$ cat src/hw/rtl/tce_pkg.sv
// Shared types, opcodes and constants of the toy CPU execute unit.
package tce_pkg;

    localparam int DATA_W        = 16;
    localparam int REG_IDX_W     = 8;
    localparam int OPCODE_W      = 4;
    localparam int REG_COUNT_DEF = 256;
    localparam int QUEUE_DEPTH   = 4;
    localparam int CFG_ADDR_W    = 3;
    localparam int CFG_DATA_W    = 32;

    localparam logic [REG_IDX_W-1:0] FLAG_REG = 8'hF1;
    localparam logic [DATA_W-1:0]    PROG_LEN_RESET = 16'hFFFF;

    // Configuration register indexes (word address)
    localparam logic [0:0] CFG_PROGRAM_LENGTH = 1'b0;

    // Instruction opcodes
    localparam logic [OPCODE_W-1:0] OP_NOP     = 4'd0;
    localparam logic [OPCODE_W-1:0] OP_JMP     = 4'd1;
    localparam logic [OPCODE_W-1:0] OP_JE      = 4'd2;
    localparam logic [OPCODE_W-1:0] OP_MOV_REG = 4'd3;
    localparam logic [OPCODE_W-1:0] OP_MOV_IMM = 4'd4;
    localparam logic [OPCODE_W-1:0] OP_ADD_REG = 4'd5;
    localparam logic [OPCODE_W-1:0] OP_ADD_IMM = 4'd6;
    localparam logic [OPCODE_W-1:0] OP_CMP_REG = 4'd7;
    localparam logic [OPCODE_W-1:0] OP_CMP_IMM = 4'd8;

    typedef enum logic [2:0] {
        K_NOP,
        K_JMP,
        K_JE,
        K_MOV,
        K_ADD,
        K_CMP
    } t_kind;

    // Decoded instruction handed from front to back
    typedef struct packed {
        t_kind                kind;
        logic                 use_imm;
        logic [2:0]           pc_step;
        logic [REG_IDX_W-1:0] dest;
        logic [REG_IDX_W-1:0] src;
        logic [DATA_W-1:0]    imm;
    } t_uop;

    // One retired instruction
    typedef struct packed {
        logic [DATA_W-1:0]    next_pc;
        logic                 write_enable;
        logic [REG_IDX_W-1:0] write_index;
        logic [DATA_W-1:0]    write_value;
        logic                 add_overflow;
        logic                 jump_out_of_range;
        logic [DATA_W-1:0]    equal_flag;
    } t_result;

endpackage

$ cat src/hw/rtl/tce_front.sv
// Front end: decode incoming instructions and queue them for the back end.
module tce_front import tce_pkg::*; (
    input  logic                 i_clk,
    input  logic                 i_rst_n,
    input  logic                 i_push,
    input  logic [OPCODE_W-1:0]  i_opcode,
    input  logic [REG_IDX_W-1:0] i_dest_reg,
    input  logic [REG_IDX_W-1:0] i_src_reg,
    input  logic [DATA_W-1:0]    i_immediate,
    output logic                 o_full,
    output logic                 o_valid,
    output t_uop                 o_uop,
    input  logic                 i_pop
);

    localparam int PTR_W = $clog2(QUEUE_DEPTH);
    localparam int CNT_W = $clog2(QUEUE_DEPTH + 1);
    localparam logic [CNT_W-1:0] CNT_FULL = CNT_W'(QUEUE_DEPTH);

    t_uop             r_q [QUEUE_DEPTH];
    logic [PTR_W-1:0] r_wptr;
    logic [PTR_W-1:0] r_rptr;
    logic [CNT_W-1:0] r_cnt;
    t_uop             w_dec;
    logic             w_push;
    logic             w_pop;

    // Classify the opcode
    always_comb begin
        w_dec.dest = i_dest_reg;
        w_dec.src  = i_src_reg;
        w_dec.imm  = i_immediate;
        unique case (i_opcode)
            OP_JMP: begin
                w_dec.kind = K_JMP; w_dec.use_imm = 1'b1; w_dec.pc_step = 3'd0;
            end
            OP_JE: begin
                w_dec.kind = K_JE; w_dec.use_imm = 1'b1; w_dec.pc_step = 3'd3;
            end
            OP_MOV_REG: begin
                w_dec.kind = K_MOV; w_dec.use_imm = 1'b0; w_dec.pc_step = 3'd3;
            end
            OP_MOV_IMM: begin
                w_dec.kind = K_MOV; w_dec.use_imm = 1'b1; w_dec.pc_step = 3'd4;
            end
            OP_ADD_REG: begin
                w_dec.kind = K_ADD; w_dec.use_imm = 1'b0; w_dec.pc_step = 3'd3;
            end
            OP_ADD_IMM: begin
                w_dec.kind = K_ADD; w_dec.use_imm = 1'b1; w_dec.pc_step = 3'd4;
            end
            OP_CMP_REG: begin
                w_dec.kind = K_CMP; w_dec.use_imm = 1'b0; w_dec.pc_step = 3'd3;
            end
            OP_CMP_IMM: begin
                w_dec.kind = K_CMP; w_dec.use_imm = 1'b1; w_dec.pc_step = 3'd4;
            end
            default: begin
                // nop and unused opcodes
                w_dec.kind = K_NOP; w_dec.use_imm = 1'b0; w_dec.pc_step = 3'd1;
            end
        endcase
    end

    assign w_push  = i_push && !o_full;
    assign w_pop   = i_pop && o_valid;
    assign o_full  = (r_cnt == CNT_FULL);
    assign o_valid = (r_cnt != '0);
    assign o_uop   = r_q[r_rptr];

    // Store decoded transactions
    always_ff @(posedge i_clk) begin
        if (w_push) begin
            r_q[r_wptr] <= w_dec;
        end
    end

    // Advance pointers and occupancy
    always_ff @(posedge i_clk) begin
        if (!i_rst_n) begin
            r_wptr <= '0;
            r_rptr <= '0;
            r_cnt  <= '0;
        end else begin
            if (w_push) r_wptr <= r_wptr + 1'b1;
            if (w_pop)  r_rptr <= r_rptr + 1'b1;
            if (w_push && !w_pop) begin
                r_cnt <= r_cnt + 1'b1;
            end else if (w_pop && !w_push) begin
                r_cnt <= r_cnt - 1'b1;
            end
        end
    end

endmodule

$ cat config.mk
export PLATFORM = sky130hd
export DESIGN_NAME = tce_front
export DESIGN_NICKNAME = d
export VERILOG_FILES = /design/src/hw/rtl/tce_pkg.sv /design/src/hw/rtl/tce_front.sv
export SDC_FILE = /design/constraint.sdc
export NUM_CORES = 1
export LEC_CHECK = 0
export BUFFER_PORTS_ARGS = -buffer_cell sky130_fd_sc_hd__buf_2
export CAP_MARGIN = 20
export CELL_PAD_IN_SITES_DETAIL_PLACEMENT = 2
export CELL_PAD_IN_SITES_GLOBAL_PLACEMENT = 2
export CORE_AREA = 2 2 128 130
export CTS_CLUSTER_SIZE = 20
export DETAILED_ROUTE_END_ITERATION = 8
export DIE_AREA = 0 0 130 132
export PLACE_DENSITY = 0.72
export RECOVER_POWER = 100
export SETUP_SLACK_MARGIN = 0.15
export SLEW_MARGIN = 20
export SYNTH_ARGS = -nofsm -noshare
export SYNTH_HDL_FRONTEND = slang
export SYNTH_SLANG_ARGS = --single-unit
$ cat constraint.sdc
create_clock -name i_clk -period 7.1 [get_ports i_clk]
set_clock_uncertainty 0.2 [all_clocks]
set_input_delay 1.065 -clock i_clk [delete_from_list [all_inputs] [get_ports i_clk]]
set_output_delay 1.065 -clock i_clk [all_outputs]
set_load 0.01 [all_outputs]
# Word level (Yosys, flattened, before mapping)
# Memory sizes are Yosys's and may differ from the RTL's. A register that Yosys moved wholly into a read port is not among the register bits.
# Index checks and enable logic that the tools add are counted.
[classes] add_sub_neg=4 n_eq_ne=1 n_mux=6 reduce_logical=9
[ops] operator="two-way mux 3 bit" n=2
[ops] operator="adder 2 x 1 -> 2 bit, second input constant" n=2
[ops] operator="logical AND 1 bit" n=4
[ops] operator="two-way mux 2 bit" n=2
[ops] operator="adder 3 x 1 -> 3 bit, second input constant" n=1
[ops] operator="equality test 3 bit, second input constant" n=1
[ops] operator="logical NOT 1 bit" n=3
[ops] operator="nonzero test 3 bit" n=1
[ops] operator="subtractor 3 x 1 -> 3 bit, second input constant" n=1
[ops] operator="two-way mux 1 bit" n=2
[ops] operator="nonzero test 2 bit" n=1
[word_totals] ff_bits=7 ram_bits=156 rom_bits=112 in_bits=40 output_inout_bits=41 wordCells=25 memories=2
[mem_list] memory="r_q" depth=4 width=39 rd=1 rd_ports_with_merged_regs=1 wr=1 line_no="tce_front.sv:20" source="t_uop r_q [QUEUE_DEPTH];"
[mem_list] memory="(no name shown)" depth=16 width=7 rd=1 rd_ports_with_merged_regs=0 wr=0 line_no="tce_front.sv:33" source="unique case (i_opcode)"

# Depth between registers and ports, before layout
# Gate-level depths: netlist (run 1).
[logic_depth] ltp_word=7 ltp_mapped=9

# Worst setup path after synthesis (run 1)
# OpenSTA, ideal clock, no wires.
[synth_path] kind="input-to-reg" start="in i_push" end="mem r_q[0][0] in the netlist's numbering, enable pin" setup_ps=400 arrival_time_ps=2299 required_ps=6500 slack_ps=4201 path_stages=3 path_buffers=1 cell_sequence="nor2b_1 > buf_2 > and2_1"
[synth_between] elab_chain_cells=3
[synth_rtl] item="from (decl)" line_no="tce_front.sv:5" source="input logic i_push,"
[synth_rtl] item="logical AND 1 bit" line_no="tce_front.sv:65" source="assign w_push = i_push && !o_full;"
[synth_rtl] item="named net w_push" line_no="tce_front.sv:25" source="logic w_push;"
[synth_rtl] item="two-way mux 1 bit" line_no="tce_front.sv:73" source="if (w_push) begin"
[synth_rtl] item="two-way mux 1 bit (implied by the code)" line_no="tce_front.sv:74" source="r_q[r_wptr] <= w_dec;"
[synth_rtl] item="to (decl)" line_no="tce_front.sv:20"
# The timed path passes the listed nets, and every way through them passes these cells.

==> flow_summary.ini, run 1 <==
[worst_setup_path]
crit_fanout = 39
cp.required_ns = 5.83
rr_endpoint = r_q[0][11]
reg2reg_slack_ns = 3.06
path_cells = mux4_2, clkbuf_1
end_kind = output port
start_kind = flop
crit_type = reg -> out
r2r_start = r_cnt[0]
slowest_stage = dfxtp_1
reg2reg_depth = 3
max_stage_delay_ns = 2.24
cp_data_arrival_time_ns = 3.59

[cts]
cts_hold_buf = 0
clockBufferDepth = 2
htreeDepth = 4
root_buffer = clkbuf_16
clk_latency_ns = 0.42
post_cts_resized = 0
clkSlewWorstSetupHoldPaths_ns = 0.06
post_cts_buffers = 0
clkSinkCount = 165
numCtsBuffers = 17
cts_tree = done

[logic_synthesis]
synth_area_leaders = edfxtp_1 (75%), mux4_2 (14%), dfxtp_1 (2.9%), ha_1 (1.6%), and2_1 (0.80%)
yosys.area_share.simple_pct = 2.202
synth_seq_cells = 165
synthMuxAreaShare_pct = 14.71
syn-instance-count = 275
synthDistinctLibCells = 28
synth-compound-area-share_pct = 1.301
synth-edff-count = 156
synthAdderAreaFrac_pct = 1.922
synth_nets = 324
yosys.cell_count.top_type = edfxtp_1
synth_top_family_by_area = multiplexers
netlist_area_um2 = 6250
synth_xor_area_share_pct = 0.5606
avgSynthCellArea_um2 = 22.73
ys_warn_count = 0
synth_common_cells = edfxtp_1 (156), mux4_2 (39), dfxtp_1 (9)
synth-seq-area-share_pct = 77.84
async_reset_ff_share_pct = 0
ys.flop_type = edfxtp_1
yosysTopAreaCell = edfxtp_1
synth_top_area_share_pct = 74.95

[timing]
grt_setup_unrepaired = false
period_share_pct = 68.31
maxSlewHeadroom_pct = -109.3
finalMaxSlewViolations = 200
min_period_ns = 4.850
finalSetupTns_ns = 0
tightest_slew_ns = 3.138
worst_slack_ns = 2.250
final_hold_viol_count = 0
fmax_mhz = 206.2
setup-violations-final = 0

[routing]
drtAntennaViolNets = 0
wl_per_cell_um = 22.63
dr.first_iter.drc_count = 183
drt_first_pass_iters = 4
totalWireLength_mm = 13.37
drc_errors = 0
num_vias = 2960
via_per_inst = 5.008

[placement]
place_ws_ns = 3.899
port-buffer-count = 80
hpwl_mm = 8.371
place.gp.congestion = 0.6317

[flow_run]
max-cap-violations = 5

[floorplan]
die_area_um2 = 17160
die_x_um = 130
die_h_um = 132
ios = 81
rows = 46
core-area_um2 = 15710
initial_core_util_pct = 39.78

[grt]
gr-total-overflow = 0
grt.total_usage_pct = 16.51
grt_max_degree = 40
grt_pass1_vias = 3430
antenna_found_initial = 0
grt_pass1_wl_mm = 20.11

[run_status]
status = complete, but fails checks
violations = max-capacitance violations, max-slew violations

[pwr]
ir_drop_mv = 0.1752
total_power_mw = 2.655
p_leak_nw = 2.287
power.density_nw_per_um2 = 365.0

[hold_path]
min_path_type = reg -> reg
min_from = r_wptr[0]
hold_depth = 2
min_to = r_wptr[0]

[final_layout]
synthToLayoutAreaGrowth_pct = 16.40
layout-drive-gt1-share_pct = 19.73
nets = 412
diodes = 0
layer usage:
metal  part of all wire [%]  track usage [%]
met1                     41            19.27
met2                     55            29.73
met3                    3.1            3.490
met4                    1.1            5.914
met5                      0                0
through the flow:
stage / area [um2] / std cells / util (%) / hold WS, ns
CTS: 7383 / 591 / 46.99 / 0.3522
global placement: 6862 / 560 / 43.67 / 0.2873
global route: 7274 / 591 / 46.30 / 0.3698
finish: 7274 / 591 / 46.30 / 0.3329
floorplan: 6250 / 275 / - / 0.2677
detailed placement: 6862 / 560 / 43.67 / 0.3380
area by class of cell:
class	instances	area [um2]
timing repair buffer	80	307.8
clock buffer	19	432.9
clock inverter	12	88.84
fill	1454	8438
sequential	165	4868
tap	216	270.3
multi-input combinational	93	1284
inverter	6	22.52
worst max-delay path by stage:
stage / from / endpoint / slack [ns] / depth (start not counted)
floorplan: i_push / r_q[0][0] / 4.20 / 3
global placement: i_push / r_q[0][12] / 3.94 / 3
detailed placement: i_push / r_q[1][15] / 3.90 / 3
CTS: flop / o_uop[20] / 3.61 / 2
global route: flop / o_uop[0] / 1.81 / 2
finish: flop / o_uop[0] / 2.25 / 2
power by group:
| part | internal (mW) | switching (mW) |
|---|---|---|
| registers | 1.20 | 0.119 |
| logic | 0.261 | 0.257 |
| clock network | 0.474 | 0.349 |
critical path: cells and delay by family (launching register included):
kind,cells,cell delay [ns]
buf+inv,1,0.16
flops,1,2.24
mux,1,0.75
state kept, by name (all words and copies together) (netlist names), named ones only:
register and cells:
r_rptr 2, r_wptr 2, r_cnt 3, r_q 156
cell usage in the layout (no fill, tap or decap), types with 2 or more instances in the layout:
cell and count:
edfxtp_1 156, clkbuf_1 76, mux4_2 39, clkbuf_16 17, ha_1 8, dfxtp_1 8
nand2_1 7, o21ai_0 7, and2_0 7, clkinv_2 7, inv_1 6, buf_2 6
xnor2_1 3, mux2i_1 3, nor2b_1 2, nand2b_1 2, a21oi_1 2, or3_1 2
clkinv_1 2
cell families after synthesis:
kind of cell	Yosys count
XOR/XNOR	4
buffers and inverters	17
AND/OR/NAND/NOR	24
adder cells (fa/ha/maj)	9
flip-flops	165
AO/OA/AOI/OAI	13
multiplexers	43
Note: power is estimated with default switching activity, not from simulation.
==> run 2: changes to the inputs <==
PLACE_DENSITY = 0.75   (was 0.72)
clock period = 4.38 ns   (was 7.1 ns; I/O delays follow)
==> flow_summary.ini, run 2 (same netlist as run 1, synthesis figures left out) <==
[worst_setup_path]
end_kind = output port
start_kind = flop
crit_type = reg -> out
cp.required_ns = 3.52
max_stage_delay_ns = 1.33
crit_fanout = 39
cp_data_arrival_time_ns = 2.59
crit_buf_inv = 1
critPathTopFamily = flip-flops
slowest_stage = dfxtp_2
path_cells = mux4_2, clkbuf_1

[final_layout]
synthToLayoutAreaGrowth_pct = 17.22
reg.largest.list = r_q x156, r_cnt x3
final_area_um2 = 7326
final_core_util_pct = 46.62
largest_reg_flops = 156
mostFrequentLayoutCell = edfxtp_1
multi_input_area_um2 = 1284
regMostFlops = r_q
seq_area_um2 = 4870
diodes = 0
nets = 412
final_cell_mix = edfxtp_1 (156), clkbuf_1 (76), mux4_2 (39), clkbuf_16 (17), ha_1 (8)
layout-drive-gt1-share_pct = 19.41
fillCellCount = 1463

[run_status]
violations = max-capacitance violations, max-slew violations
status = complete, but fails checks

[placement]
port-buffer-count = 80
placed_area_um2 = 6862
place.gp.congestion = 0.6481
hpwl_mm = 8.127

[routing]
drtAntennaViolNets = 0
via_per_inst = 4.943
drc_errors = 0
dr.first_iter.drc_count = 181
drt_first_pass_iters = 4
num_vias = 2926
wl_per_cell_um = 22.39
totalWireLength_mm = 13.25

[timing]
maxSlewHeadroom_pct = -45.92
min_period_ns = 3.445
final_hold_viol_count = 0
period_share_pct = 78.64
finalMaxSlewViolations = 160
setup-violations-final = 0
tightest_slew_ns = 2.189
finalSetupTns_ns = 0
grt_setup_unrepaired = false
fmax_mhz = 290.3

[floorplan]
die_h_um = 132
die_area_um2 = 17160
initial_core_util_pct = 39.78
ios = 81
rows = 46
die_x_um = 130
core-area_um2 = 15710

[cts]
htreeDepth = 4
root_buffer = clkbuf_16
clk_latency_ns = 0.42
cts_hold_buf = 0
clockBufferDepth = 2
clkSlewWorstSetupHoldPaths_ns = 0.06
post_cts_resized = 0
cts_tree = done
clkSinkCount = 165
numCtsBuffers = 17
post_cts_buffers = 0

[pwr]
combPwrFrac_pct = 18.6
power.density_nw_per_um2 = 599.8
ir_drop_mv = 0.4300
p_clk_share_pct = 33.1
seq_power_share_pct = 48.3
p_sw_mw = 1.170
total_power_mw = 4.394
switching_share_pct = 26.62
p_leak_nw = 2.303
power.internal_mw = 3.224

[grt]
antenna_found_initial = 0
grt_pass1_vias = 3373
grt_busiest_layer = met2
grt.met2_usage_pct = 28.56
grt_pass1_wl_mm = 20.02
grtUsageMet1_pct = 20.15
grt_max_degree = 40
grt_use_met3_pct = 5.357
gr-total-overflow = 0
grt.total_usage_pct = 16.52

[hold_path]
min_path_type = in -> reg

[flow_run]
max-cap-violations = 4
[run 2: cell count changes in the layout (fill, tap and decap cells not counted), moves of 2 or more]
cell	change
and2_1	+4
clkinv_2	-4
and2_0	-4
clkinv_1	+3
bufinv_16	+2
[run 2: metal layers]
| metal | vias up | wire length (um) | part of all wire [%] |
|---|---|---|---|
| met5 | - | 0 | 0 |
| met4 | 0 | 101 | 0.76 |
| met3 | 10 | 507 | 3.8 |
| met2 | 74 | 7124 | 54 |
| met1 | 1539 | 5519 | 42 |
| li1 | 1303 | - | - |
[run 2: worst reg2reg max path, stage by stage (launching register included)]
cell and delay [ns]:
dfxtp_1 0.49, nor3b_1 0.11, nor2b_1 0.40, and2_1 1.68
[run 2: metrics by stage]
step / hold slack, ns / worst slack (ns) / cells
final: 0.3133 / 0.9354 / 592
after floorplan: 0.2677 / 1.889 / 275
after CTS: 0.2321 / 1.279 / 592
after detailed placement: 0.3161 / 1.565 / 560
after global placement: 0.2826 / 1.634 / 560
after global routing: 0.2913 / 0.6381 / 592
[run 2: worst paths after layout]
| path | from | endpoint | slack, ns | depth (start not counted) |
|---|---|---|---|---|
| setup / recovery | flop | o_uop[7] | 0.94 | 2 |
| hold / removal | i_immediate[2] | r_q[1][2] | 0.31 | 1 |
| setup reg to reg | r_cnt[0] | r_q[1][28] | 1.03 | 3 |
| hold reg to reg | r_wptr[1] | r_wptr[1] | 0.32 | 2 |
[run 2: power by group through the flow]
stage / clock, mW / sequential (mW) / combinational [mW]
finish: 1.45 / 2.12 / 0.817
global route: 1.54 / 2.17 / 0.888
CTS: 1.49 / 2.14 / 0.890
detailed placement: 0 / 2.17 / 0.885
global placement: 0 / 2.14 / 0.860
floorplan: 0 / 2.00 / 0.686
[run 2: area by class of cell]
type	count	area share [%]
Inverter	6	0.3074
Sequential cell	165	66.47
Clock inverter	13	1.896
Clock buffer	19	5.909
Multi-Input combinational cell	93	17.52
Tap cell	216	3.689
Timing Repair Buffer	80	4.202
